### config.mk
export PLATFORM = sky130hd
export DESIGN_NAME = gmps_ram
export DESIGN_NICKNAME = d
export VERILOG_FILES = /design/src/hw/rtl/gmps_pkg.sv /design/src/hw/rtl/gmps_ram.sv
export SDC_FILE = /design/constraint.sdc
export NUM_CORES = 1
export LEC_CHECK = 0
export BUFFER_PORTS_ARGS = -buffer_cell sky130_fd_sc_hd__buf_4
export CORE_MARGIN = 2
export CORE_UTILIZATION = 45
export CTS_CLUSTER_SIZE = 30
export DETAILED_ROUTE_END_ITERATION = 8
export GPL_TIMING_DRIVEN = 0
export PLACE_DENSITY = 0.68
export SLEW_MARGIN = 20
export SYNTH_ARGS = -nofsm -noshare
export SYNTH_HDL_FRONTEND = slang
export SYNTH_SLANG_ARGS = --single-unit
### constraint.sdc
create_clock -name aclk -period 1.8 [get_ports aclk]
set_input_delay 0.36 -clock aclk [delete_from_list [all_inputs] [get_ports aclk]]
set_output_delay 0.36 -clock aclk [all_outputs]
set_load 0.02 [all_outputs]
### src/hw/rtl/gmps_pkg.sv
package gmps_pkg;

    // item opcodes
    typedef enum logic [1:0] {
        OP_WRITE = 2'd0,
        OP_SOLVE = 2'd1,
        OP_READ  = 2'd2,
        OP_NOP   = 2'd3
    } op_t;

    // search directions, tried in this order; DIR_DONE means all tried
    localparam int DIR_W = 3;
    typedef enum logic [DIR_W-1:0] {
        DIR_DOWN  = 3'd0,
        DIR_UP    = 3'd1,
        DIR_RIGHT = 3'd2,
        DIR_LEFT  = 3'd3,
        DIR_DONE  = 3'd4
    } dir_t;

    // sequencer states
    typedef enum logic [3:0] {
        ST_INIT,
        ST_IDLE,
        ST_READ,
        ST_CLEAR,
        ST_START_RD,
        ST_START_CK,
        ST_STEP,
        ST_PROBE,
        ST_POP
    } state_t;

    // configuration register indexes
    localparam int CFG_IDX_W  = 3;
    localparam int CFG_DATA_W = 8;
    localparam logic [CFG_IDX_W-1:0] CFG_GRID_ROWS = 3'd0;
    localparam logic [CFG_IDX_W-1:0] CFG_GRID_COLS = 3'd1;
    localparam logic [CFG_IDX_W-1:0] CFG_START_ROW = 3'd2;
    localparam logic [CFG_IDX_W-1:0] CFG_START_COL = 3'd3;
    localparam logic [CFG_IDX_W-1:0] CFG_GOAL_ROW  = 3'd4;
    localparam logic [CFG_IDX_W-1:0] CFG_GOAL_COL  = 3'd5;

    localparam logic [7:0] GRID_SIZE_RESET = 8'd128;

    // field widths
    localparam int COORD_W = 7;
    localparam int LEN_W   = 15;

    // per-cell mark word: bit 1 visited, bit 0 on path
    localparam int MARK_W        = 2;
    localparam int MARK_PATH_BIT = 0;
    localparam int MARK_SEEN_BIT = 1;
    localparam logic [MARK_W-1:0] MARK_CLEAR   = 2'b00;
    localparam logic [MARK_W-1:0] MARK_SEEN    = 2'b10;
    localparam logic [MARK_W-1:0] MARK_ON_PATH = 2'b11;

    typedef struct packed {
        op_t                op;
        logic [COORD_W-1:0] row;
        logic [COORD_W-1:0] col;
        logic               wall;
    } in_item_t;

    typedef struct packed {
        logic             found;
        logic [LEN_W-1:0] path_length;
        logic             cell_wall;
        logic             cell_on_path;
    } out_item_t;

endpackage

### src/hw/rtl/gmps_ram.sv
module gmps_ram
    import gmps_pkg::*;
#(
    parameter  int WIDTH = 1,
    parameter  int DEPTH = 16,
    localparam int AW    = $clog2(DEPTH)
) (
    input  logic             aclk,
    input  logic             wr_en,
    input  logic [AW-1:0]    wr_addr,
    input  logic [WIDTH-1:0] wr_data,
    input  logic [AW-1:0]    rd_addr,
    output logic [WIDTH-1:0] rd_data
);

    logic [WIDTH-1:0] mem_reg [DEPTH];
    logic [WIDTH-1:0] rd_data_reg;

    // one write port, one registered read port
    always_ff @(posedge aclk) begin
        if (wr_en) begin
            mem_reg[wr_addr] <= wr_data;
        end
        rd_data_reg <= mem_reg[rd_addr];
    end

    assign rd_data = rd_data_reg;

endmodule

# Word level (Yosys, flattened, before mapping)

Memories as Yosys holds them, arrays and structs flattened. A register that Yosys moved wholly into a read port is not among the register bits.
Cells that the tools add are included.

Muxes and demuxes: 2

Operators with widths:

| cell              | count |
|---|---|
| 1-bit two-way mux | 2 |

Flip-flop bits (word level): 0
RAM bits: 16
Output and inout port bits: 1
Word-level logic and storage cells: 3
Memories: 1

Memories:

| name    | words | bits a word | read ports | clocked after Yosys merged registers in | wr ports | RTL line       | text |
|---|---|---|---|---|---|---|---|
| mem_reg | 16    | 1           | 1          | 1                                       | 1        | gmps_ram.sv:16 | `logic [WIDTH-1:0] mem_reg [DEPTH];` |

# Logic depth before layout (Yosys ltp)

Gate-level depths: netlist (run 1).

Depth in word-level cells: 2
Depth in mapped cells: 3
Depth with buffers taken out: 3

# Least setup slack after synthesis (run 1)

No wires, ideal clock.

Path kind: input to register
From: input wr_addr[2]
To: memory mem_reg[0], enable pin
Setup time: 0.312 ns
Data arrival time: 0.997 ns
Setup slack: 0.490 ns
Stages: 2
Cell sequence: or3b_2 nor3_1

RTL lines:

| item        | RTL line       | text |
|---|---|---|
| from (decl) | gmps_ram.sv:10 | `input logic [AW-1:0] wr_addr,` |
| to (decl)   | gmps_ram.sv:16 |  |

No word-level cell before the write port.

==> impl_metrics.toml, run 1 <==
[die]
die_h_um = 44.7
die_w_um = 44.7
fp.coreArea_um2 = 1520
row_count = 14
start_util_pct = 48.9
dieArea_um2 = 2000
pin_count = 12

[layout]
drive_gt1_share_pct = 24.2
num_antenna_cells = 0
fin_area_um2 = 875
final_nets = 74
syn_to_final_growth_pct = 17.3
largest_register_ffs = 16
layoutNonFillerInstCount = 78
final_util_pct = 57.4

[timing]
setup_viol = 0
hold_violations = 0
skew_ps = 2.82
fin_crit_ps = 1220
worst_pin_slew_ps = 233
slew_violations = 0
max_freq_mhz = 817
slew_headroom_pct = 84.4
setup-tns-final_ps = 0
finalCritPeriodShare_pct = 68.0
rsz0062_at_grt = "false"

[outcome]
outcome = "finished clean"

[routing]
avgRoutedWirePerCell_um = 14.3
drtIter0Drc = 21
drtPass1Iterations = 3
drc_errors = 0
drtAntennaViolNets = 0
vias = 440
vias_per_cell = 5.64
wl_um = 1120

[clocking]
path_clk_slew_ps = 90
htreeDepth = 1
post_cts_buffers = 0
hold_buffers = 0
cts_tree = "built"
cts.sinks = 17
clk_latency_ps = 280
cts_root_buf = "clkbuf_4"
cts_resized = 0
numCtsBuffers = 3
cts_buffer_depth = 2

[grt]
overflow = 0
grt_pass1_wl_um = 1920
grt_pass1_vias = 471
antenna_found_initial = 0
grt_start_max_net_pins = 17
grtUsageTotal_pct = 14.0

[worst_setup_path]
r2r_cells = 3
ff2ff_setup_slack_ps = 580
critPathMaxFanout = 1
crit_path_frequent_cell = "mux2i_1"
crit_arrival_ps = 1400
path_class = "reg -> reg"
slowest_stage = "mux4_1"
worstSetupStartpoint = "mem_reg[5]"
cp-endpoint = "rd_data"
max_stage_delay_ps = 520
crit_path_start_kind = "register"
crit_path_cell_trace = "mux4_1 -> mux2i_1 -> mux2i_1"
r2r_start = "mem_reg[5]"
r2r_end = "rd_data"
critPathCaptureType = "register"
required_ps = 1980

[power]
ir_worst_vdd_v = 0.000393
power_mw = 0.708
power_density_nw_per_um2 = 809
p_leak_nw = 0.313

[hold_path]
hp-class = "in -> reg"

[yosys]
avgSynthCellArea_um2 = 15.9
ys_seq_area_share_pct = 67.1
ys_warn_count = 0
ys_ff_latch = 17
synth_cell_types = 11
synthesis.area_um2 = 746
syn-instance-count = 47
synthesis.nets = 58

[placement]
dp.cells = 74
dpl_cell_area_um2 = 848
hpwl_um = 861
place.gp.congestion = 0.687
io_buffers = 11

[job]
maxCapViolations = 0
==> cells by family after synthesis <==
logic type | count (synthesis) | synth area share, %
multiplexers | 7 | 18.1
AND/OR/NAND/NOR | 23 | 14.8
flip-flops | 17 | 67.1
==> synth_stat cells, drive strengths merged <==
cell / n / share of area [%]
or3b: 1 / 1.2
nand3b: 2 / 2.0
nor3: 4 / 2.7
mux4: 4 / 14
dfxtp: 1 / 2.7
nand2b: 2 / 1.7
nand3: 1 / 0.67
nand2: 1 / 0.50
edfxtp: 16 / 64
mux2i: 3 / 4.0
nor2: 12 / 6.0
==> per-layer routing <==
metal	vias up	global-route usage, %	share of wire (%)
met3	0	4.80	6.6
met2	14	23.8	53
met5	-	0	0
met1	210	16.2	40
li1	216	-	-
met4	0	5.45	0
==> area by class of cell <==
type	instances	area, um^2
Clock buffer	4	26.3
Tap cell	16	20.0
Multi-Input combinational cell	30	245
Fill cell	131	649
Sequential cell	17	500
Timing Repair Buffer	11	82.6
==> metrics by stage <==
step | worst slack [ps] | hold WS, ps
floorplan | 490 | 459
global placement | 302 | 556
detailed placement | 294 | 570
CTS | 558 | 263
global route | 483 | 277
finish | 577 | 262
==> power breakdown <==
group	internal, mW	switching (mW)	total (mW)
registers	0.442	0.00228	0.444
logic	0.0352	0.0339	0.0691
clock network	0.0860	0.109	0.195
==> critical path: cells and delay by family (launching register included) <==
| family | cells | cell delay, ps |
|---|---|---|
| multiplexers | 3 | 740 |
| flip-flops | 1 | 380 |
==> worst min-delay path by stage <==
| stage | start | end | slack [ps] | depth (start not counted) |
|---|---|---|---|---|
| CTS | rd_addr[2] | rd_data | 260 | 2 |
| floorplan | wr_data | mem_reg[0] | 460 | 0 |
| detailed placement | rd_addr[2] | rd_data | 570 | 2 |
| global route | rd_addr[2] | rd_data | 280 | 2 |
| finish | rd_addr[2] | rd_data | 260 | 2 |
| global placement | rd_addr[2] | rd_data | 560 | 2 |
==> placed cells by master, fill, tap and decap left out <==
master,synthesis,routed
buf_4,0,11
clkbuf_1,0,1
clkbuf_4,0,3
dfxtp_1,1,1
edfxtp_1,16,16
mux2i_1,3,3
mux4_1,4,4
nand2_1,1,1
nand2b_1,2,2
nand3_1,1,1
nand3b_1,2,2
nor2_1,12,12
nor3_1,4,4
or3b_2,1,1
No activity file was read; power rests on OpenSTA's default activity.
==> inputs of run 2 (changes only) <==
--- a/config.mk
+++ b/config.mk
@@ -5,13 +5,14 @@
 export SDC_FILE = /design/constraint.sdc
 export NUM_CORES = 1
 export LEC_CHECK = 0
+export ABC_AREA = 1
 export BUFFER_PORTS_ARGS = -buffer_cell sky130_fd_sc_hd__buf_4
 export CORE_MARGIN = 2
 export CORE_UTILIZATION = 45
 export CTS_CLUSTER_SIZE = 30
 export DETAILED_ROUTE_END_ITERATION = 8
 export GPL_TIMING_DRIVEN = 0
-export PLACE_DENSITY = 0.68
+export PLACE_DENSITY = 0.67
 export SLEW_MARGIN = 20
 export SYNTH_ARGS = -nofsm -noshare
 export SYNTH_HDL_FRONTEND = slang
==> constraint.sdc (replaced) <==
create_clock -name aclk -period 1.15 [get_ports aclk]
set_input_delay 0.23 -clock aclk [delete_from_list [all_inputs] [get_ports aclk]]
set_output_delay 0.23 -clock aclk [all_outputs]
set_load 0.02 [all_outputs]
==> run 2 against run 1 <==
Synthesized area grew 14%; non-clock buffer count stayed put; routed wire length grew 14%; first-iteration DRC count decreased by 86%; global-route usage is 0.59 points higher; clock skew up 3.1 ps; sequential power increased by 57%; setup slack worse by 390 ps; largest cell class unchanged.
==> impl_metrics.toml, run 2 <==
[die]
pin_count = 12
row_count = 15
die_w_um = 47.4
dieArea_um2 = 2250
die_h_um = 47.4
fp.coreArea_um2 = 1750
start_util_pct = 48.5

[timing]
skew_ps = 5.95
rsz0062_at_grt = "false"
slew_headroom_pct = 85.0
max_freq_mhz = 1040
setup_viol = 0
hold-worst-slack_ps = 183
finalCritPeriodShare_pct = 83.7
slew_violations = 0
hold_violations = 0
fin_crit_ps = 963
setup-tns-final_ps = 0
worst_pin_slew_ps = 224

[layout]
final_cell_mix = "nand2_1 (24), inv_1 (19), edfxtp_1 (16)"
mostFrequentLayoutCell = "nand2_1"
syn_to_final_growth_pct = 15.7
final_nets = 122
num_antenna_cells = 0
drive_gt1_share_pct = 17.3
largest_register_ffs = 16

[worst_setup_path]
crit_path_start_kind = "register"
required_ps = 920
slowest_stage = "dfxtp_1"
path_class = "reg -> out"
worstSetupStartpoint = "rd_data"
path_buf_inv = 1
crit_path_cell_trace = "buf_4"
worst_path_dominant_cell_family = "flip-flops"
r2r_start = "mem_reg[7]"
critPathMaxFanout = 1
max_stage_delay_ps = 310
crit_arrival_ps = 730
critPathCaptureType = "output port"

[yosys]
syn-instance-count = 96
ys.flop_type = "edfxtp_1"
synthesis.nets = 107
synthesis.area_um2 = 847
ys_top_cells_by_count = "nand2_1 (24), inv_1 (19), edfxtp_1 (16)"
yosysTopAreaCell = "edfxtp_1"
ys_warn_count = 0
synth_area_leaders = "edfxtp_1 (57%), nand2_1 (11%), inv_1 (8.4%)"
yosysMostFrequentCell = "nand2_1"
ys_ff_latch = 17
async_reset_ff_share_pct = 0
ys_seq_area_share_pct = 59.1
yosysTopAreaCellShare_pct = 56.7
synth_edf_count = 16
synth_cell_types = 11
avgSynthCellArea_um2 = 8.82

[power]
power_density_nw_per_um2 = 1150
power_switching_mw = 0.245
pwr-share-seq_pct = 61.8
p_leak_nw = 0.442
combinationalPowerShare_pct = 11.8
switching_share_pct = 21.8
clock_power_share_pct = 26.4
ir_worst_vdd_v = 0.000611
internal-power_mw = 0.879

[grt]
overflow = 0
grt_pass1_vias = 537
grt_start_max_net_pins = 17
grtUsageTotal_pct = 14.6
antenna_found_initial = 0
grt_pass1_wl_um = 2170

[placement]
place.gp.congestion = 0.763
io_buffers = 10
hpwl_um = 1010

[routing]
vias = 591
drtPass1Iterations = 3
wl_um = 1270
drc_errors = 0
drtIter0Drc = 3
drtAntennaViolNets = 0
avgRoutedWirePerCell_um = 9.43
vias_per_cell = 4.38

[clocking]
post_cts_buffers = 0
hold_buffers = 0
cts_tree = "built"
clk_latency_ps = 280
path_clk_slew_ps = 90
cts_root_buf = "clkbuf_4"
cts.sinks = 17
cts_buffer_depth = 2
htreeDepth = 1
numCtsBuffers = 3
cts_resized = 0

[hold_path]
hp-start = "rd_addr[3]"
hp-class = "in -> reg"

[outcome]
outcome = "finished clean"

[job]
maxCapViolations = 0
run 2: changes by cell type after synthesis, moves of 4 or more:
cell / previous run / this run
nand2_1: 1 / 24
inv_1: 0 / 19
nor2_1: 12 / 8
mux4_1: 4 / 0
nand3_1: 1 / 14
nor3_1: 4 / 8
run 2: per-layer routing:
metal / wire, um / global-route usage, % / part of all wire (%)
met4: 19 / 10.0 / 1.5
met2: 595 / 23.5 / 47
met5: 0 / 0 / 0
met1: 606 / 18.5 / 48
met3: 52 / 1.15 / 4.1
run 2: worst min-delay path, stage by stage:
cell	delay, ps
buf_4	80
nand3_1	70
nand2_1	50
run 2: power by group through the flow:
stage / combinational (mW) / clock [mW] / sequential, mW
finish: 0.132 / 0.297 / 0.695
global route: 0.152 / 0.338 / 0.696
CTS: 0.134 / 0.307 / 0.695
detailed placement: 0.134 / 0 / 0.709
global placement: 0.130 / 0 / 0.709
floorplan: 0.0716 / 0 / 0.714
run 2: cells by family after synthesis:
logic type / after synthesis / synth area share, %
flip-flops: 17 / 59.1
buffers and inverters: 22 / 11.5
AND/OR/NAND/NOR: 57 / 29.4
run 2: layout make-up:
class,instances,area (um^2)
Clock buffer,4,26.3
Inverter,21,86.3
Timing Repair Buffer,10,75.1
Multi-Input combinational cell,57,249
Buffer,1,11.3
Sequential cell,17,500
Tap cell,25,31.3
Fill cell,179,766
run 2: final timing paths:
path                                 to  slack [ps]  cells after the start
worst max-delay path            rd_data         190                      1
worst min register to register  rd_data         660                      6
worst min-delay path            rd_data         180                      3
worst max register to register  rd_data         300                      6
run 2: metrics by stage:
stage | util [%] | cells | cell area (um^2) | power [mW] | setup slack, ps
floorplan | - | 96 | 847 | 0.786 | 301
global placement | 54.6 | 131 | 953 | 0.839 | 79.6
detailed placement | 54.6 | 131 | 953 | 0.843 | 65.0
CTS | 56.1 | 135 | 980 | 1.14 | 181
global route | 56.1 | 135 | 980 | 1.19 | 144
finish | 56.1 | 135 | 980 | 1.12 | 187
==> inputs of run 3 (changes only) <==
==> constraint.sdc (replaced) <==
create_clock -name aclk -period 0.9 [get_ports aclk]
set_input_delay 0.18 -clock aclk [delete_from_list [all_inputs] [get_ports aclk]]
set_output_delay 0.18 -clock aclk [all_outputs]
set_load 0.02 [all_outputs]
==> run 3 against run 2 <==
The flow now finishes with violations (negative setup slack); routed wire length down 0.47%; critical path depth unchanged; utilization up 0.29 points; via count up 0.34%; hold slack worse by 51 ps; die area unchanged; register-to-register slack worse by 240 ps; total power up 28%; global-route usage unchanged; clock skew about the same; flip-flop and latch count unchanged; first-iteration DRC count up 33%; largest power group unchanged.
==> impl_metrics.toml, run 3 (synthesized netlist as in run 2, its figures left out) <==
[clocking]
post_cts_buffers = 0
cts_root_buf = "clkbuf_4"
clk_latency_ps = 280
htreeDepth = 1
cts.sinks = 17
cts_tree = "built"
hold_buffers = 0
cts_buffer_depth = 2
path_clk_slew_ps = 90
numCtsBuffers = 3

[timing]
setup_viol = 1
fin_crit_ps = 901
worst_pin_slew_ps = 224
rsz0062_at_grt = "true"
hold_violations = 0
slew_headroom_pct = 85.0
finalCritPeriodShare_pct = 100
setup_ws_ps = -1.33
skew_ps = 5.82
max_freq_mhz = 1110
slew_violations = 0

[worst_setup_path]
cp-endpoint = "rd_data"
worst_path_dominant_cell_family = "flip-flops"
max_stage_delay_ps = 330
r2r_cells = 6
crit_arrival_ps = 720
required_ps = 720
crit_path_cell_trace = "buf_6"
r2r_end = "rd_data"
crit_path_start_kind = "register"
critPathCaptureType = "output port"
path_class = "reg -> out"
worstSetupStartpoint = "rd_data"
ff2ff_setup_slack_ps = 60
r2r_start = "mem_reg[7]"
worst-path-stages = 1
critPathMaxFanout = 1
path_buf_inv = 1
slowest_stage = "dfxtp_2"

[routing]
avgRoutedWirePerCell_um = 9.39
vias_per_cell = 4.39
vias = 593
drtAntennaViolNets = 0
wl_um = 1270
drc_errors = 0
drtPass1Iterations = 3
drtIter0Drc = 4

[layout]
syn_to_final_growth_pct = 16.2
drive_gt1_share_pct = 19.1
mostFrequentLayoutCell = "nand2_1"
final_nets = 122
num_antenna_cells = 0
largest_register_ffs = 16
seq_area_um2 = 502
fin_area_um2 = 985
layoutNonFillerInstCount = 135
multi_input_area_um2 = 249
fill_cells = 179
final_cell_mix = "nand2_1 (24), inv_1 (18), edfxtp_1 (16)"

[outcome]
outcome = "finished with violations"
violations = "negative setup slack"

[placement]
dpl_cell_area_um2 = 953
io_buffers = 10
hpwl_um = 1010
dp.cells = 131
dpl_worst_slack_ps = -135
place.gp.congestion = 0.763

[die]
pin_count = 12
dieArea_um2 = 2250
start_util_pct = 48.5
fp.coreArea_um2 = 1750
die_h_um = 47.4
row_count = 15
die_w_um = 47.4

[grt]
grt_pass1_wl_um = 2170
overflow = 0
grt_start_max_net_pins = 17
grtUsageTotal_pct = 14.6
antenna_found_initial = 0
grt_pass1_vias = 537

[hold_path]
hp-class = "in -> reg"

[job]
maxCapViolations = 0

[power]
p_leak_nw = 0.442
ir_worst_vdd_v = 0.000781
power_mw = 1.44
power_density_nw_per_um2 = 1460
==> run 3: how the worst min path moves through the flow <==
stage / startpoint / to / slack, ps / cells past startpoint
4_1_cts: rd_addr[3] / rd_data / 130 / 3
6_report: rd_addr[3] / rd_data / 130 / 3
3_5_place_dp: rd_addr[3] / rd_data / 420 / 3
3_3_place_gp: rd_addr[3] / rd_data / 410 / 3
2_1_floorplan: wr_data / mem_reg[0] / 280 / 0
5_1_grt: rd_addr[3] / rd_data / 120 / 3
==> run 3: area by class of cell <==
| cell class | instances | share of cell area (%) |
|---|---|---|
| repair buffers | 10 | 8.01 |
| flip-flops and latches | 17 | 51.0 |
| clock buffers | 4 | 2.67 |
| well taps | 25 | 3.18 |
| inverters | 21 | 8.77 |
| plain buffers | 1 | 1.14 |
| multi-input cells | 57 | 25.3 |
==> run 3: timing repair <==
item,4_1_cts,5_1_grt
setup endpoints to repair,1,2
resized for setup,2,1
pin swaps,0,4
==> run 3: power breakdown <==
group	leakage, nW	switching (mW)	internal (mW)
Sequential	0.153	0.00533	0.884
Clock	0.0150	0.208	0.172
Combinational	0.274	0.100	0.0719
==> run 3: per-layer routing <==
| metal | global-route usage (%) | share of wire (%) | vias up | routed length [um] |
|---|---|---|---|---|
| li1 | - | - | 334 | - |
| met1 | 18.5 | 47 | 245 | 598 |
| met2 | 23.5 | 47 | 12 | 597 |
| met3 | 1.15 | 4.0 | 2 | 51 |
| met4 | 10.0 | 1.5 | 0 | 19 |
| met5 | 0 | 0 | - | 0 |
==> run 3: per-stage QoR <==
stage / utilization (%) / TNS, ps / hold slack [ps]
2_1_floorplan: - / 0 / 279
6_report: 56.4 / -1.33 / 132
3_3_place_gp: 54.6 / -687 / 413
3_5_place_dp: 54.6 / -974 / 423
4_1_cts: 56.4 / -11.5 / 127
5_1_grt: 56.4 / -76.1 / 124
